**src/sv/rvc_ram.sv**
```systemverilog
// rvc_ram: generic single write port, single read port ram with registered read
// no dependencies
`default_nettype none

module rvc_ram #(
	parameter int WIDTH = 8,
	parameter int DEPTH = 256
) (
	input  wire logic                     clk,
	input  wire logic                     we,
	input  wire logic [$clog2(DEPTH)-1:0] waddr,
	input  wire logic [WIDTH-1:0]         wdata,
	input  wire logic                     re,
	input  wire logic [$clog2(DEPTH)-1:0] raddr,
	output logic      [WIDTH-1:0]         rdata
);

	logic [WIDTH-1:0] mem [DEPTH];

	// write port
	always_ff @(posedge clk) begin
		if (we) begin
			mem[waddr] <= wdata;
		end
	end

	// registered read, holds while re is low
	always_ff @(posedge clk) begin
		if (re) begin
			rdata <= mem[raddr];
		end
	end

endmodule

`default_nettype wire

```
**config.mk**
```make
export PLATFORM = sky130hd
export DESIGN_NAME = rvc_ram
export DESIGN_NICKNAME = d
export VERILOG_FILES = /design/src/sv/rvc_ram.sv
export SDC_FILE = /design/constraint.sdc
export NUM_CORES = 2
export LEC_CHECK = 0
export BUFFER_PORTS_ARGS = -buffer_cell sky130_fd_sc_hd__buf_2
export CAP_MARGIN = 20
export CORE_ASPECT_RATIO = 1.4
export CORE_MARGIN = 2
export CORE_UTILIZATION = 45
export DETAILED_ROUTE_END_ITERATION = 8
export HOLD_SLACK_MARGIN = 0.08
export SLEW_MARGIN = 20
export SYNTH_ARGS = -nofsm -noshare
export SYNTH_HDL_FRONTEND = slang
export SYNTH_SLANG_ARGS = --single-unit
```
**constraint.sdc**
```tcl
create_clock -name clk -period 3 [get_ports clk]
set_input_delay 0.15 -clock clk [delete_from_list [all_inputs] [get_ports clk]]
set_output_delay 0.15 -clock clk [all_outputs]
set_load 0.01 [all_outputs]
```
==> summary.md <==
| Metric | Value |
|---|---|
| Setup Buffers After CTS | `0` |
| CP Capture Type | `flop` |
| CTS Buffer Depth | `3` |
| Gr usage total | `23.2%` |
| Yosys reg bits | `a little over 2,000` |
| Worst path bufs/invs | `1` |
| Detail Route Antenna Nets | `0` |
| Worst relative slew slack | `a little under two fifths` |
| Place WS | `-0.482 ns` |
| CP Max Fanout | `1` |
| Largest net degree at the start of global routing | `109` |
| Yosys top cell area share | `~78%` |
| CP peak stage delay | `between 0.7 and 0.8 ns` |
| FP Rows | `approximately 180` |
| MaxCap Viol Count | `0` |
| Initial antenna violation count | `12` |
| CTS H-Tree Depth | `4` |
| Yosys cell types | `54` |
| Num CTS Buffers | `between 150 and 200` |
| Layout area overhead | `15.6%` |
| Fillers | `between 10,000 and 15,000` |
| Avg WL per Cell | `between 30 and 40 um` |
| Clk_skew | `0.0389 ns` |
| Clock Latency Late Sink | `0.83 ns` |
| Ratio of cells with drive above 1 in the final layout | `29.1%` |
| P_int | `roughly 0.046 W` |
| RR Startpoint | `mem[211][3]` |
| FF-to-FF path depth | `7` |
| Sw power | `0.0122 W` |
| Final worst slack | `a little under 0.2 ns` |
| Power Total | `around 0.058 W` |
| Fin nets | `about 4,300` |
| Top post-synthesis cells by area | `edfxtp_1, mux4_2, mux2i_1, nor2_1, a22oi_1` |
| Worst R2R End | `rdata[3]` |
| CTS sink count | `2,056` |
| Die width | `about 360 um` |
| Initial Util | `45.3%` |
| Die area | `180,000 um2` |
| Crit path cell chain | `mux4_2, a22o_1, a221oi_1, o32ai_1, buf_4, nor3_1, nor4_1` |
| Kind of cell adding the most delay to the critical path | `compound AO/OA/AOI/OAI gates` |
| Post-Syn Instances | `3,733` |
| I/O Buffers | `34` |
| Startpoint types | `flop` |
| Total gr overflow | `0` |
| R2R Setup Slk | `between 0.15 and 0.2 ns` |
| Die H | `502 um` |
| Cell taking the most area after synthesis | `edfxtp_1` |
| Clock slew seen by the registers of the worst setup and hold paths | `about 0.06 ns` |
| First-pass DRT Iterations | `8` |
| Worst Max-Slew Pin Slew | `between 0.9 and 1 ns` |
| CP Class | `flop to flop` |
| Ys async rst share | `0%` |
| Post-Layout Cell Count | `about 6,700` |
| Min Clock Period, post-route | `2.81 ns` |
| Most common cell in the netlist | `edfxtp_1` |
| Unrepaired setup endpoints after global routing | `no` |
| DR vias | `approximately 40,000` |
| Fmax | `between 0.3 and 0.4 GHz` |
| Status | `finished clean` |
| Area of the multi-input gates | `approximately 17,000 um2` |
| Leakage | `29.3 nW` |
| DR iter-0 viols | `around 4,400` |
| Synthesized area | `roughly 80,000 um2` |
| Sequential Area | `around 60,000 um2` |
| Peak supply drop | `579 uV` |
| TritonCTS clock tree | `done` |
| Switching part of the total power | `between 20% and 30%` |
| Commonest register cell after synthesis | `edfxtp_1` |
| Fin. Hold Viols | `0` |
| YS warnings | `0` |
| Crit path required time | `around 3.6 ns` |
| Critical Path Start | `mem[211][3]` |
| Sequential fraction of the synthesis area | `slightly below 80%` |
| Final routed DRC violation total | `0` |
| Slowest stage cell, crit path | `a221oi_1` |
| Core ar. | `around 180,000 um2` |
| Detail Placement HPWL | `about 140,000 um` |
| Syn Area/Cell | `~21 um2` |
| Hold/Removal Path Class | `primary input to flop` |
| Cell Count Post-Placement | `6,354` |
| IO Pins | `35` |
| First-pass GRT wire length | `roughly 300,000 um` |
| PwrDens | `roughly 630 nW/um2` |
| CP Depth | `7` |
| Critical path data arrival time | `approximately 3.4 ns` |
| Worst Setup EP | `rdata[3]` |
| Part of the cycle the worst path needs | `between 90% and 100%` |
| Number of setup violations in the final report | `0` |
| Clock share of power | `between 30% and 40%` |
| Top cells by count, synth | `edfxtp_1, mux4_2, nor2_1` |
| Share of power burned in registers | `between 50% and 60%` |
| Clock Tree Root | `clkbuf_16` |
| Fin. max-slew vios | `0` |
| Syn Nets | `~3,800` |
| Final wirelength | `208,000 um` |
| Vias per cell | `5.98` |
| Post-synth EDFFs | `around 2,100` |
| RD Place Congestion | `approximately 0.9` |
| Combinational share of power | `under 10%` |
| Number of global-route vias before repair | `approximately 40,000` |
cells by family (layout without fill, tap and decap cells):
kind of cell	count (synthesis)	in the layout	share of synthesized area (%)
DFF	2056	2056	77.5
muxes	591	591	14.6
and+or+nand+nor	466	466	2.63
AOI/OAI and AO/OA	385	385	3.42
buffers and inverters	235	892	1.83
other	0	5	0
state kept, by name, summed over array words and instances, names as in the netlist:
register  cells
rdata         8
mem        2048
what timing repair did:
action / CTS / global route
resized for setup: 0 / 0
hold endpoints to repair: 963 / 0
hold buffers: 15 / 0
metal layers:
metal / routed length (um) / track usage, % / vias up
met5: 73 / 0 / -
met4: 9030 / 9.87 / 10
met3: 13500 / 3.45 / 340
met2: 108000 / 40.4 / 1534
met1: 78000 / 29.1 / 21500
li1: - / - / 16700
cells in the final DEF (no fill, tap or decap), types with 18 or more instances in the layout:
master / Yosys / routed
edfxtp_1: 2056 / 2056
buf_4: 27 / 466
mux4_2: 454 / 454
nor2_1: 282 / 279
clkbuf_16: 0 / 191
mux2i_1: 134 / 134
a22oi_1: 133 / 133
a21oi_1: 96 / 96
buf_12: 8 / 56
o221ai_1: 46 / 46
clkinv_1: 1 / 45
nand3_1: 34 / 34
clkbuf_1: 111 / 34
nand2_1: 33 / 33
o22ai_1: 28 / 28
nor2b_1: 31 / 28
nor3_1: 22 / 22
clkinv_2: 0 / 22
buf_2: 31 / 22
nor4_1: 24 / 18
stage by stage:
step | hold slack (ns) | area [um2] | TNS (ns) | util, %
floorplan | 0.249 | 79600 | 0 | -
global placement | 0.590 | 86000 | -2.05 | 48.9
detailed placement | 0.595 | 86000 | -1.98 | 48.9
CTS | 0.116 | 92000 | 0 | 52.3
global route | 0.168 | 92000 | 0 | 52.3
finish | 0.167 | 92000 | 0 | 52.4
worst min path at each step:
| stage | from | endpoint | slack [ns] | depth (start not counted) |
|---|---|---|---|---|
| finish | waddr[4] | mem[183][5] | 0.17 | 4 |
| global route | waddr[4] | mem[182][0] | 0.17 | 4 |
| CTS | waddr[4] | mem[183][0] | 0.12 | 4 |
| detailed placement | wdata[0] | mem[255][0] | 0.59 | 1 |
| global placement | wdata[0] | mem[255][0] | 0.59 | 1 |
| floorplan | wdata[0] | mem[0][0] | 0.25 | 0 |
power by group through the flow:
stage / Clock [W] / Combinational (W) / Sequential (W)
finish: 0.0232 / 0.00322 / 0.0317
global route: 0.0246 / 0.00338 / 0.0317
CTS: 0.0236 / 0.00325 / 0.0317
detailed placement: 0 / 0.00323 / 0.0323
global placement: 0 / 0.00319 / 0.0323
floorplan: 0 / 0.00154 / 0.0323
area by class of cell:
type	count	area share (%)
multi-input combinational	1442	18.0
timing repair buffer	569	5.46
sequential	2056	67.1
clock buffer	225	5.33
antenna	5	0.0136
inverter	2	0.00816
tap	2300	3.13
clock inverter	96	1.02
tightest hold or removal path: cells and delay by family:
kind,cells,cell delay [ns]
buf+inv,2,0.40
simple gates,2,0.23
No activity file was read; power rests on OpenSTA's default activity.
