===== src/sv/rvc_pkg.sv =====
// rvc_pkg: shared types and constants for the rv32i subset core
// payload structs for the command and response channels, execute result struct
// no dependencies
`default_nettype none

package rvc_pkg;

	// item modes
	localparam logic [1:0] MODE_EXEC  = 2'd0;
	localparam logic [1:0] MODE_WBYTE = 2'd1;
	localparam logic [1:0] MODE_RBYTE = 2'd2;
	localparam logic [1:0] MODE_RREG  = 2'd3;

	// opcodes
	localparam logic [6:0] OP_R     = 7'h33;
	localparam logic [6:0] OP_I     = 7'h13;
	localparam logic [6:0] OP_LOAD  = 7'h03;
	localparam logic [6:0] OP_JAL   = 7'h6F;
	localparam logic [6:0] OP_BR    = 7'h63;
	localparam logic [6:0] OP_STORE = 7'h23;
	localparam logic [6:0] OP_HALT  = 7'h7F;

	// funct3 / funct7 codes
	localparam logic [2:0] F3_ADD = 3'd0;
	localparam logic [2:0] F3_XOR = 3'd4;
	localparam logic [2:0] F3_OR  = 3'd6;
	localparam logic [2:0] F3_AND = 3'd7;
	localparam logic [2:0] F3_LW  = 3'd2;
	localparam logic [2:0] F3_BEQ = 3'd0;
	localparam logic [2:0] F3_BNE = 3'd1;
	localparam logic [6:0] F7_SUB = 7'h20;

	localparam int NREGS = 32;

	typedef struct packed {
		logic [1:0]  mode;
		logic [31:0] instr;
		logic [9:0]  mem_addr;
		logic [7:0]  byte_data;
		logic [4:0]  reg_index;
	} rvc_cmd_t;

	typedef struct packed {
		logic [31:0] pc;
		logic        halted;
		logic        reg_write;
		logic [4:0]  reg_dest;
		logic [31:0] reg_value;
		logic        store_done;
		logic [9:0]  store_addr;
		logic [31:0] store_value;
		logic [31:0] read_value;
	} rvc_rsp_t;

	// what the execute logic decides for one item
	typedef struct packed {
		logic [31:0] pc;
		logic        halted;
		logic        reg_write;
		logic [4:0]  reg_dest;
		logic [31:0] reg_value;
		logic        load;
		logic        store_done;
		logic [31:0] ea;
		logic [31:0] store_value;
		logic [31:0] read_value;
		logic        bwrite;
		logic        bread;
	} rvc_ex_t;

endpackage

`default_nettype wire


===== src/sv/rvc_exec.sv =====
// rvc_exec: decode and execute of one item, purely combinational
// depends on rvc_pkg
`default_nettype none

module rvc_exec (
	input  wire rvc_pkg::rvc_cmd_t cmd,
	input  wire logic [31:0]       pc_in,
	input  wire logic              halt_in,
	input  wire logic [31:0]       opa,
	input  wire logic [31:0]       opb,
	output rvc_pkg::rvc_ex_t       ex
);
	import rvc_pkg::*;

	logic [6:0]  op;
	logic [4:0]  rd;
	logic [2:0]  f3;
	logic [6:0]  f7;
	logic [31:0] imm_i;
	logic [31:0] imm_s;
	logic [31:0] imm_b;
	logic [31:0] imm_j;
	logic [31:0] rhs;
	logic [31:0] res;
	logic [31:0] next_pc;
	logic        has;
	logic        ld;

	// field split and immediates
	assign op    = cmd.instr[6:0];
	assign rd    = cmd.instr[11:7];
	assign f3    = cmd.instr[14:12];
	assign f7    = cmd.instr[31:25];
	assign imm_i = {{20{cmd.instr[31]}}, cmd.instr[31:20]};
	assign imm_s = {{20{cmd.instr[31]}}, cmd.instr[31:25], cmd.instr[11:7]};
	assign imm_b = {{19{cmd.instr[31]}}, cmd.instr[31], cmd.instr[7],
		cmd.instr[30:25], cmd.instr[11:8], 1'b0};
	assign imm_j = {{11{cmd.instr[31]}}, cmd.instr[31], cmd.instr[19:12],
		cmd.instr[20], cmd.instr[30:21], 1'b0};
	assign rhs   = (op == OP_R) ? opb : imm_i;

	// instruction execute
	always_comb begin
		ex      = '0;
		ex.pc   = pc_in;
		ex.halted = halt_in;
		has     = 1'b0;
		ld      = 1'b0;
		res     = '0;
		next_pc = pc_in + 32'd4;
		case (cmd.mode)
			MODE_EXEC: begin
				if (!halt_in) begin
					unique case (op) inside
						OP_HALT: begin
							ex.halted = 1'b1;
							next_pc   = pc_in;
						end
						OP_R, OP_I: begin
							has = 1'b1;
							case (f3)
								F3_ADD: res = (op == OP_R && f7 == F7_SUB) ? opa - rhs : opa + rhs;
								F3_XOR: res = opa ^ rhs;
								F3_OR:  res = opa | rhs;
								F3_AND: res = opa & rhs;
								default: has = 1'b0;
							endcase
						end
						OP_LOAD: begin
							ex.ea = opa + imm_i;
							if (f3 == F3_LW) begin
								has = 1'b1;
								ld  = 1'b1;
							end
						end
						OP_STORE: begin
							ex.ea          = opa + imm_s;
							ex.store_done  = 1'b1;
							ex.store_value = opb;
						end
						OP_JAL: begin
							has     = 1'b1;
							res     = pc_in + 32'd4;
							next_pc = pc_in + imm_j;
						end
						OP_BR: begin
							if ((f3 == F3_BEQ && opa == opb) || (f3 == F3_BNE && opa != opb)) begin
								next_pc = pc_in + imm_b;
							end
						end
						default: ;
					endcase
					ex.pc        = next_pc;
					ex.reg_write = has && (rd != 5'd0);
					ex.reg_dest  = ex.reg_write ? rd : 5'd0;
					ex.load      = ld && ex.reg_write;
					ex.reg_value = (ex.reg_write && !ld) ? res : 32'd0;
				end
			end
			MODE_WBYTE: ex.bwrite = 1'b1;
			MODE_RBYTE: ex.bread = 1'b1;
			MODE_RREG:  ex.read_value = opa;
			default: ;
		endcase
	end

endmodule

`default_nettype wire


===== config.mk =====
export PLATFORM = sky130hd
export DESIGN_NAME = rvc_exec
export DESIGN_NICKNAME = d
export VERILOG_FILES = /design/src/sv/rvc_pkg.sv /design/src/sv/rvc_exec.sv
export SDC_FILE = /design/constraint.sdc
export NUM_CORES = 1
export LEC_CHECK = 0
export BUFFER_PORTS_ARGS = -buffer_cell sky130_fd_sc_hd__buf_4
export CAP_MARGIN = 20
export CORE_UTILIZATION = 50
export DETAILED_ROUTE_END_ITERATION = 10
export PLACE_DENSITY = 0.86
export SLEW_MARGIN = 25
export SYNTH_ARGS = -nofsm -noshare
export SYNTH_HDL_FRONTEND = slang
export SYNTH_SLANG_ARGS = --single-unit

===== constraint.sdc =====
create_clock -name vclk -period 15
set_input_delay 3 -clock vclk [all_inputs]
set_output_delay 3 -clock vclk [all_outputs]
set_load 0.02 [all_outputs]

==> results of run 1 <==
[placed cells by master (no fill, tap or decap), types with 29 or more instances in the layout]
cell type / n
a21o_1: 71
a21oi_1: 186
and2_1: 45
and3_1: 57
buf_4: 314
ha_1: 169
inv_1: 112
mux2i_1: 29
nand2_1: 143
nand3_1: 37
nor2_1: 188
nor3_1: 32
o21ai_0: 114
xnor2_1: 95
xor2_1: 78
[metal layers]
metal / part of all wire [%] / vias up / GRT usage [%]
met1: 39 / 6826 / 43.8
met2: 46 / 871 / 62.4
met5: 0 / - / 0
met4: 5.8 / 0 / 19.0
met3: 9.5 / 180 / 4.36
li1: - / 6905 / -
[cell families after synthesis]
group / after synthesis / synth area share, %
buf+inv: 209 / 7.30
simple gates: 609 / 25.5
compound gates: 595 / 32.4
fa+ha+maj: 173 / 18.6
xor+xnor: 174 / 13.0
mux: 37 / 3.22
[final cells by class]
class	instances	area share, %
inverters	112	2.97
multi-input cells	1588	77.5
well taps	313	2.77
repair buffers	315	16.8
[worst max-delay path, cell delays in order]
cell,delay (ns)
buf_4,0.12
and4bb_2,0.39
nand4b_4,0.51
and2_2,0.61
a21oi_1,0.45
o2111ai_4,0.27
o31ai_2,0.27
xnor2_1,0.16
a21oi_1,0.11
ha_1,0.45
nand4_1,0.14
or2_2,0.31
o21ai_0,0.34
a21oi_1,0.18
o21ai_0,0.33
xor2_1,0.13
a221oi_1,0.34
nor2_1,0.08
buf_4,0.18
[power by group]
part	switching, mW	internal [mW]	total, mW
registers	0	0	0
clock network	0	0	0
logic	0.262	0.181	0.443
[how the worst min path moves through the flow]
stage / to / startpoint
finish: ex[139] / pc_in[0]
global route: ex[139] / pc_in[0]
CTS: ex[139] / pc_in[0]
detailed placement: ex[139] / pc_in[0]
global placement: ex[139] / pc_in[0]
floorplan: ex[139] / pc_in[0]
==> results.rst, run 1 <==
.. list-table::
   :header-rows: 1

   * - Metric
     - Value
   * - RD Place Congestion
     - a little under 1
   * - Nature of the critical path startpoint
     - input pin
   * - Fraction of synthesized cell area taken by the top area cell type
     - roughly 18%
   * - Kind of critical path
     - input pin to primary output
   * - Setup slack of the critical path after layout
     - 3.61 ns
   * - Source of the critical timing path
     - cmd[25]
   * - Global-route wire length before repair
     - approximately 70000 µm
   * - Biggest area consumer among synthesized cells
     - ha_1
   * - Per-instance average area after synthesis
     - 6.57 µm²
   * - Number of buffers added for setup after CTS
     - 0
   * - Footprint of the multi-input gates
     - 0.0110 mm²
   * - Antenna-violating nets left
     - 0
   * - Post-route DRC
     - 0
   * - Number of setup violations in the final report
     - 0
   * - Placement-stage cell area
     - 0.0141 mm²
   * - Via count of the first global-routing pass
     - 13.7k
   * - Max transition margin
     - between 30% and 40%
   * - Detailed-route vias per instance
     - around 6.3
   * - WL/cell
     - 19.6 µm
   * - Initial Utilization
     - 51.5%
   * - Crit path time final
     - 11.39 ns
   * - Area used by sequential logic in the layout
     - 0 µm²
   * - Worst path arrival time
     - 8.39 ns
   * - Combined area of all synthesized cells
     - 0.0118 mm²
   * - Die area
     - 0.0242 mm²
   * - Warnings from Yosys
     - 0
   * - RSZ-0062 raised after global routing
     - false
   * - Die boundary width
     - 156 µm
   * - Maximum number of pins on one net before global-route repair
     - 54
   * - Hold-fix buffers at CTS
     - 0
   * - Placement-stage worst setup slack
     - 3.77 ns
   * - Count of distinct cell types in the synthesized netlist
     - 95
   * - Non-filler cells, final
     - 2328
   * - Number of endpoints with negative hold slack in the final report
     - 0
   * - Area growth from synthesis to layout
     - 19.8%
   * - Area of the core
     - between 0.02 and 0.025 mm²
   * - Nets in the synthesized netlist
     - 2124
   * - Placed Instances
     - 2327
   * - Top-Level Pins
     - 325
   * - Fillers
     - roughly 2.2k
   * - Critical path capture point
     - ex[129]
   * - Leading post-synthesis cells by cell area
     - ha_1, a21oi_1, xnor2_1, nor2_1, xor2_1
   * - Number of port buffers
     - 302
   * - # Max-Cap Violations
     - 0
   * - Sequential area share after synthesis
     - 0%
   * - Number of instances in the synthesized netlist
     - 1797
   * - Final non-filler cell area
     - ~0.014 mm²
   * - FMAX
     - about 88 MHz
   * - Part of the cycle the worst path needs
     - around 76%
   * - Antenna violations before repair
     - 2
   * - Tot Pwr
     - around 440 µW
   * - Max VDD drop
     - about 0.019 mV
   * - # clk buffers
     - 0
   * - Cells on Worst Hold Path
     - 2
   * - First-pass iteration count of the detailed router
     - 5
   * - Required arrival time at the worst endpoint
     - 12.00 ns
   * - Fin Hold WS
     - just over 6 ns
   * - Worst min-delay path category
     - input pin to primary output
   * - List of most frequent post-synthesis cells
     - nor2_1, a21oi_1, ha_1
   * - Routed wire length
     - about 46000 µm
   * - DR vias
     - 14.8k
   * - Number of flip-flops and latches
     - 0
   * - Die Y
     - 156 µm
   * - GRT Util Overall
     - 36.1%
   * - Final setup TNS
     - 0 ns
   * - CP Max Fanout
     - 33
   * - Slew at the pin closest to its max-slew limit
     - 0.959 ns
   * - Post-cts repair resize count
     - 0
   * - Site Rows
     - 55
   * - Final core occ
     - 61.7%
   * - Status
     - complete, no violations
   * - Most numerous cell in the Yosys netlist
     - nor2_1
   * - Sum of net half-perimeters after detailed placement
     - 36600 µm
   * - Net count, final
     - 2344
   * - Final max-slew violation count
     - 0
   * - Power density over the cells
     - 31.4 mW/mm²
   * - Leak Pwr
     - slightly below 7 nW
   * - Iteration-0 DRC Markers
     - 1572
   * - Worst setup EP type
     - primary output
   * - Antenna cell count
     - 0
   * - Proportion of layout cells with a drive suffix above 1
     - 18.4%
   * - Residual overflow from global routing
     - 0
Power figures use the tool's default switching activity.
==> run 2, diff against run 1 <==
clock period = 11.8 ns   (was 15 ns; I/O delays follow)
==> run 2 against run 1 <==
Effect of this change: die area did not move; critical path type unchanged; largest cell class unchanged; routed wire length fell by 0.71%; combinational power rose by 27%.
==> results.rst, run 2 (synthesized netlist as in run 1, its figures left out) <==
.. list-table::
   :header-rows: 1

   * - Metric
     - Value
   * - Initial Utilization
     - 51.5%
   * - RSZ-0062 raised after global routing
     - false
   * - Nature of the critical path startpoint
     - input pin
   * - Area used by sequential logic in the layout
     - 0 µm²
   * - Maximum single-stage delay on the critical path
     - 0.60 ns
   * - Cells on Worst Hold Path
     - 2
   * - Fillers
     - 2173
   * - Placed Instances
     - 2326
   * - Net count, final
     - 2342
   * - Maximum number of pins on one net before global-route repair
     - 54
   * - Status
     - complete, no violations
   * - Area growth from synthesis to layout
     - 19.7%
   * - GRT Util Overall
     - roughly 36%
   * - Max Used Layer
     - met5
   * - Post-route DRC
     - 0
   * - Detailed-route vias per instance
     - 6.29
   * - Number of setup violations in the final report
     - 0
   * - First-pass iteration count of the detailed router
     - 6
   * - Buffer and inverter count on the worst path
     - 2
   * - Worst path arrival time
     - ~7.7 ns
   * - Via count of the first global-routing pass
     - 13.6k
   * - Global-route wire length before repair
     - roughly 70000 µm
   * - Critical Path Most Common Cell
     - a21oi_1
   * - Power density over the cells
     - 39.8 mW/mm²
   * - Placement-stage worst setup slack
     - approximately 1.9 ns
   * - Kind of critical path
     - input pin to primary output
   * - Worst min-delay path category
     - input pin to primary output
   * - Sum of net half-perimeters after detailed placement
     - 36200 µm
   * - Residual overflow from global routing
     - 0
   * - Final core occ
     - 61.6%
   * - Final non-filler cell area
     - 0.0141 mm²
   * - Met2 layer wire length in the routed design
     - 21000 µm
   * - Critical-path cell list
     - buf_4 > and4bb_2 > nand4b_4 > and2_2 > a21oi_1 > o2111ai_4 > o31ai_2 > xnor2_1 > a21oi_1 > ha_1 > nand4_1 > or2_2 > o21ai_0 > a21oi_1 > o21ai_0 > xor2_1 > a221oi_1 > nor2_1 > buf_4
   * - Antenna cell count
     - 0
   * - RD Place Congestion
     - 0.975
   * - Worst setup EP type
     - primary output
   * - Non-filler cells, final
     - 2326
   * - Most common library cell in the layout ignoring fill and taps
     - buf_4
   * - Slowest CP cell
     - and2_2
   * - Proportion of layout cells with a drive suffix above 1
     - between 10% and 20%
   * - # Max-Cap Violations
     - 0
   * - Hold-fix buffers at CTS
     - 0
   * - Met1 Routed Length
     - 18200 µm
   * - Met3 Routed Length
     - 3770 µm
   * - Required arrival time at the worst endpoint
     - between 9 and 10 ns
   * - Final setup TNS
     - 0 ns
   * - Routed wire length
     - 45400 µm
   * - Number of flip-flops and latches
     - 0
   * - Number of cells on the critical path
     - 19
   * - Post-cts repair resize count
     - 0
   * - Number of buffers added for setup after CTS
     - 0
   * - Die Y
     - 156 µm
   * - Worst path top cell family by delay
     - compound AO/OA/AOI/OAI gates
   * - WL/cell
     - 19.5 µm
   * - FMAX
     - around 100 MHz
   * - Die area
     - 0.0242 mm²
   * - Iteration-0 DRC Markers
     - 1476
   * - # clk buffers
     - 0
   * - CP Max Fanout
     - 33
   * - Final max-slew violation count
     - 0
   * - Placement-stage cell area
     - 0.0141 mm²
   * - Part of the cycle the worst path needs
     - 84.9%
   * - Setup slack of the critical path after layout
     - roughly 1.8 ns
   * - Max transition margin
     - 30.3%
   * - Leak Pwr
     - between 6 and 7 nW
   * - Slew at the pin closest to its max-slew limit
     - approximately 1.0 ns
   * - Antenna-violating nets left
     - 0
   * - Number of endpoints with negative hold slack in the final report
     - 0
   * - Site Rows
     - 55
   * - Crit path time final
     - 10.02 ns
   * - Footprint of the multi-input gates
     - 0.0110 mm²
   * - Top-Level Pins
     - 325
   * - Max VDD drop
     - around 0.023 mV
   * - DR vias
     - between 10k and 15k
   * - Die boundary width
     - 156 µm
   * - Area of the core
     - 0.0229 mm²
   * - Antenna violations before repair
     - 1
   * - Number of port buffers
     - 302
   * - Most frequent cells in the layout
     - buf_4, nor2_1, a21oi_1
[run 2: layout make-up]
type	instances	share of cell area [%]
inverter	112	2.98
multi-input combinational	1588	77.6
tap	313	2.77
timing repair buffer	313	16.6
[run 2: per-layer routing]
metal / global-route usage, % / vias to the layer above
li1: - / 6893
met1: 43.8 / 6837
met2: 62.4 / 751
met3: 4.53 / 155
met4: 17.2 / 2
met5: 1.66 / -
[run 2: worst paths after layout]
check	startpoint	slack, ns	endpoint
max	cmd[25]	1.78	ex[129]
min	pc_in[0]	4.93	ex[139]
[run 2: per-stage QoR]
step / power (mW) / hold slack, ns
final: 0.561 / 4.93
after global routing: 0.612 / 4.94
after CTS: 0.551 / 4.93
after detailed placement: 0.549 / 4.93
after global placement: 0.534 / 4.93
after floorplan: 0.374 / 4.83
[run 2: where the power goes]
part / total (mW) / switching [mW] / leakage (nW) / internal [mW]
logic: 0.561 / 0.331 / 6.91 / 0.230
registers: 0 / 0 / 0 / 0
clock network: 0 / 0 / 0 / 0
total: 0.561 / 0.331 / 6.91 / 0.230
==> run 3, diff against run 2 <==
ABC_AREA = 1   (was unset)
PLACE_DENSITY = 0.88   (was 0.86)
clock period = 8.9 ns   (was 11.8 ns; I/O delays follow)
==> run 3 against run 2 <==
Effect of this change: die area up 5.9%; worst setup slack worse by 1.1 ns; combinational power up 42%; cell count up 27%; count of clock-buffer cells in the layout unchanged; non-clock buffer count up 3; global-route usage up 6.2 points; sequential share of layout area unchanged; area after synthesis up 6.0%; sequential cell count unchanged; worst hold slack worse by 1.2 ns; largest cell class unchanged.
==> results.rst, run 3 <==
.. list-table::
   :header-rows: 1

   * - Metric
     - Value
   * - Number of endpoints with negative hold slack in the final report
     - 0
   * - Maximum number of pins on one net before global-route repair
     - 47
   * - Non-filler cells, final
     - between 2k and 3k
   * - # clk buffers
     - 0
   * - Most common library cell in the layout ignoring fill and taps
     - nand2_1
   * - Number of port buffers
     - 302
   * - Placed Instances
     - around 3.0k
   * - Post-cts repair resize count
     - 0
   * - Number of setup violations in the final report
     - 0
   * - Nature of the critical path startpoint
     - input pin
   * - # Max-Cap Violations
     - 0
   * - Fraction of synthesized cell area taken by the top area cell type
     - 17.8%
   * - FMAX
     - 122 MHz
   * - Power density over the cells
     - 52.9 mW/mm²
   * - Leak Pwr
     - 7.86 nW
   * - Fraction of the mapped netlist area in compound gates
     - around a quarter
   * - Nets in the synthesized netlist
     - 2694
   * - GRT Util Overall
     - 42.2%
   * - Post-route DRC
     - 0
   * - Net count, final
     - 2960
   * - Adder-cell share of the synthesized area
     - 17.5%
   * - Detailed-route vias per instance
     - about 6
   * - Per-instance average area after synthesis
     - 5.29 µm²
   * - Most frequent cells in the layout
     - nand2_1, nor2_1, inv_1
   * - Leading post-synthesis cells by cell area
     - nand2_1, ha_1, nor2_1, inv_1, a21oi_1
   * - Max transition margin
     - between 20 and 30%
   * - Via count of the first global-routing pass
     - 15.7k
   * - Synth Area in Simple Gates
     - 40.9%
   * - Warnings from Yosys
     - 0
   * - Part of the cycle the worst path needs
     - 92.0%
   * - Global-route wire length before repair
     - 86000 µm
   * - Final max-slew violation count
     - 0
   * - CP Max Fanout
     - 7
   * - Antenna-violating nets left
     - 0
   * - WL/cell
     - approximately 19 µm
   * - Residual overflow from global routing
     - 0
   * - First-pass iteration count of the detailed router
     - 7
   * - XOR/XNOR share of the synthesized area
     - 5.74%
   * - Slew at the pin closest to its max-slew limit
     - 1.08 ns
   * - Die Y
     - 160 µm
   * - Source of the critical timing path
     - cmd[24]
   * - Most numerous cell in the Yosys netlist
     - nand2_1
   * - Sum of net half-perimeters after detailed placement
     - roughly 48000 µm
   * - RSZ-0062 raised after global routing
     - false
   * - Routed wire length
     - 57200 µm
   * - Final setup TNS
     - 0 ns
   * - Site Rows
     - 57
   * - Combined area of all synthesized cells
     - 0.0125 mm²
   * - Final core occ
     - between 60% and 70%
   * - Sequential area share after synthesis
     - 0%
   * - Die area
     - 0.0257 mm²
   * - Die boundary width
     - ~160 µm
   * - Count of distinct cell types in the synthesized netlist
     - 60
   * - Number of buffers added for setup after CTS
     - 0
   * - Worst min-delay path category
     - input pin to primary output
   * - Worst setup EP type
     - primary output
   * - Proportion of layout cells with a drive suffix above 1
     - 15.2%
   * - Required arrival time at the worst endpoint
     - 7.12 ns
   * - Area growth from synthesis to layout
     - 20.4%
   * - Initial Utilization
     - 51.1%
   * - Number of instances in the synthesized netlist
     - 2367
   * - List of most frequent post-synthesis cells
     - nand2_1, nor2_1, inv_1
   * - Iteration-0 DRC Markers
     - 2260
   * - Crit path time final
     - between 8 and 9 ns
   * - Number of flip-flops and latches
     - 0
   * - Kind of critical path
     - input pin to primary output
   * - Worst path arrival time
     - 6.41 ns
   * - Area used by sequential logic in the layout
     - 0 µm²
   * - Hold-fix buffers at CTS
     - 0
   * - Multiplexer share of the synthesized area
     - 0%
   * - Critical path capture point
     - ex[96]
   * - Max VDD drop
     - between 0.03 and 0.04 mV
   * - Top-Level Pins
     - approximately 330
   * - Main combinational cell family by area after synthesis
     - simple AND/OR/NAND/NOR gates
   * - RD Place Congestion
     - 1.06
   * - Antenna violations before repair
     - 0
   * - DR vias
     - ~18k
   * - Area of the core
     - approximately 0.024 mm²
   * - Biggest area consumer among synthesized cells
     - nand2_1
   * - Antenna cell count
     - 0
   * - Status
     - complete, no violations
## run 3: metal layers
layer / track usage [%] / share of wire, % / wire [µm] / vias to the layer above
li1: - / - / - / 8375
met1: 57.3 / 42 / 23900 / 7999
met2: 64.8 / 42 / 24000 / 1132
met3: 8.21 / 12 / 6750 / 190
met4: 17.1 / 4.6 / 2640 / 0
met5: 0 / 0 / 0 / -
## run 3: final cells by class
cell class / count / area (µm²)
multi-input combinational: 1982 / 11000
inverter: 333 / 1250
fill: 2481 / 9400
tap: 324 / 405
timing repair buffer: 316 / 2370
## run 3: worst min path at each step
stage	start	endpoint	slack [ns]	cells after the start
after floorplan	cmd[55]	ex[0]	3.64	1
after global placement	pc_in[0]	ex[139]	3.77	2
after detailed placement	pc_in[0]	ex[139]	3.78	2
after CTS	pc_in[0]	ex[139]	3.78	2
after global routing	pc_in[0]	ex[139]	3.79	2
final	pc_in[0]	ex[139]	3.78	2
## run 3: logic make-up after synthesis
logic type      Yosys count
compound gates          526
simple gates           1201
buf+inv                 385
xor+xnor                 82
fa+ha+maj               173
## run 3: stage by stage
stage	power (mW)	setup WS (ns)	instance area (µm²)	hold slack, ns
floorplan	0.497	1.86	12500	3.64
detailed placement	0.765	1.01	15100	3.78
CTS	0.769	0.994	15100	3.78
global placement	0.751	1.07	15000	3.77
finish	0.797	0.713	15100	3.78
global route	0.869	0.0678	15100	3.79
## run 3: power breakdown
part | switching [mW] | total, mW | internal, mW
logic | 0.525 | 0.797 | 0.273
clock network | 0 | 0 | 0
registers | 0 | 0 | 0
total | 0.525 | 0.797 | 0.273
## run 3: critical path: stages
cell and delay [ns]:
buf_4 0.11, nand2_1 0.10, inv_1 0.07, nand2_1 0.08, nor2_1 0.10, inv_1 0.07
nor2_1 0.32, inv_1 0.19, o21ai_0 0.55, inv_1 0.15, fa_1 0.46, inv_1 0.07
nand3_1 0.06, nand2_1 0.12, a21oi_1 0.11, o21ai_0 0.35, a31oi_1 0.20, o21ai_0 0.69
nand4_1 0.26, nand3_1 0.16, nand2_1 0.07, nor2_1 0.16, buf_4 0.17
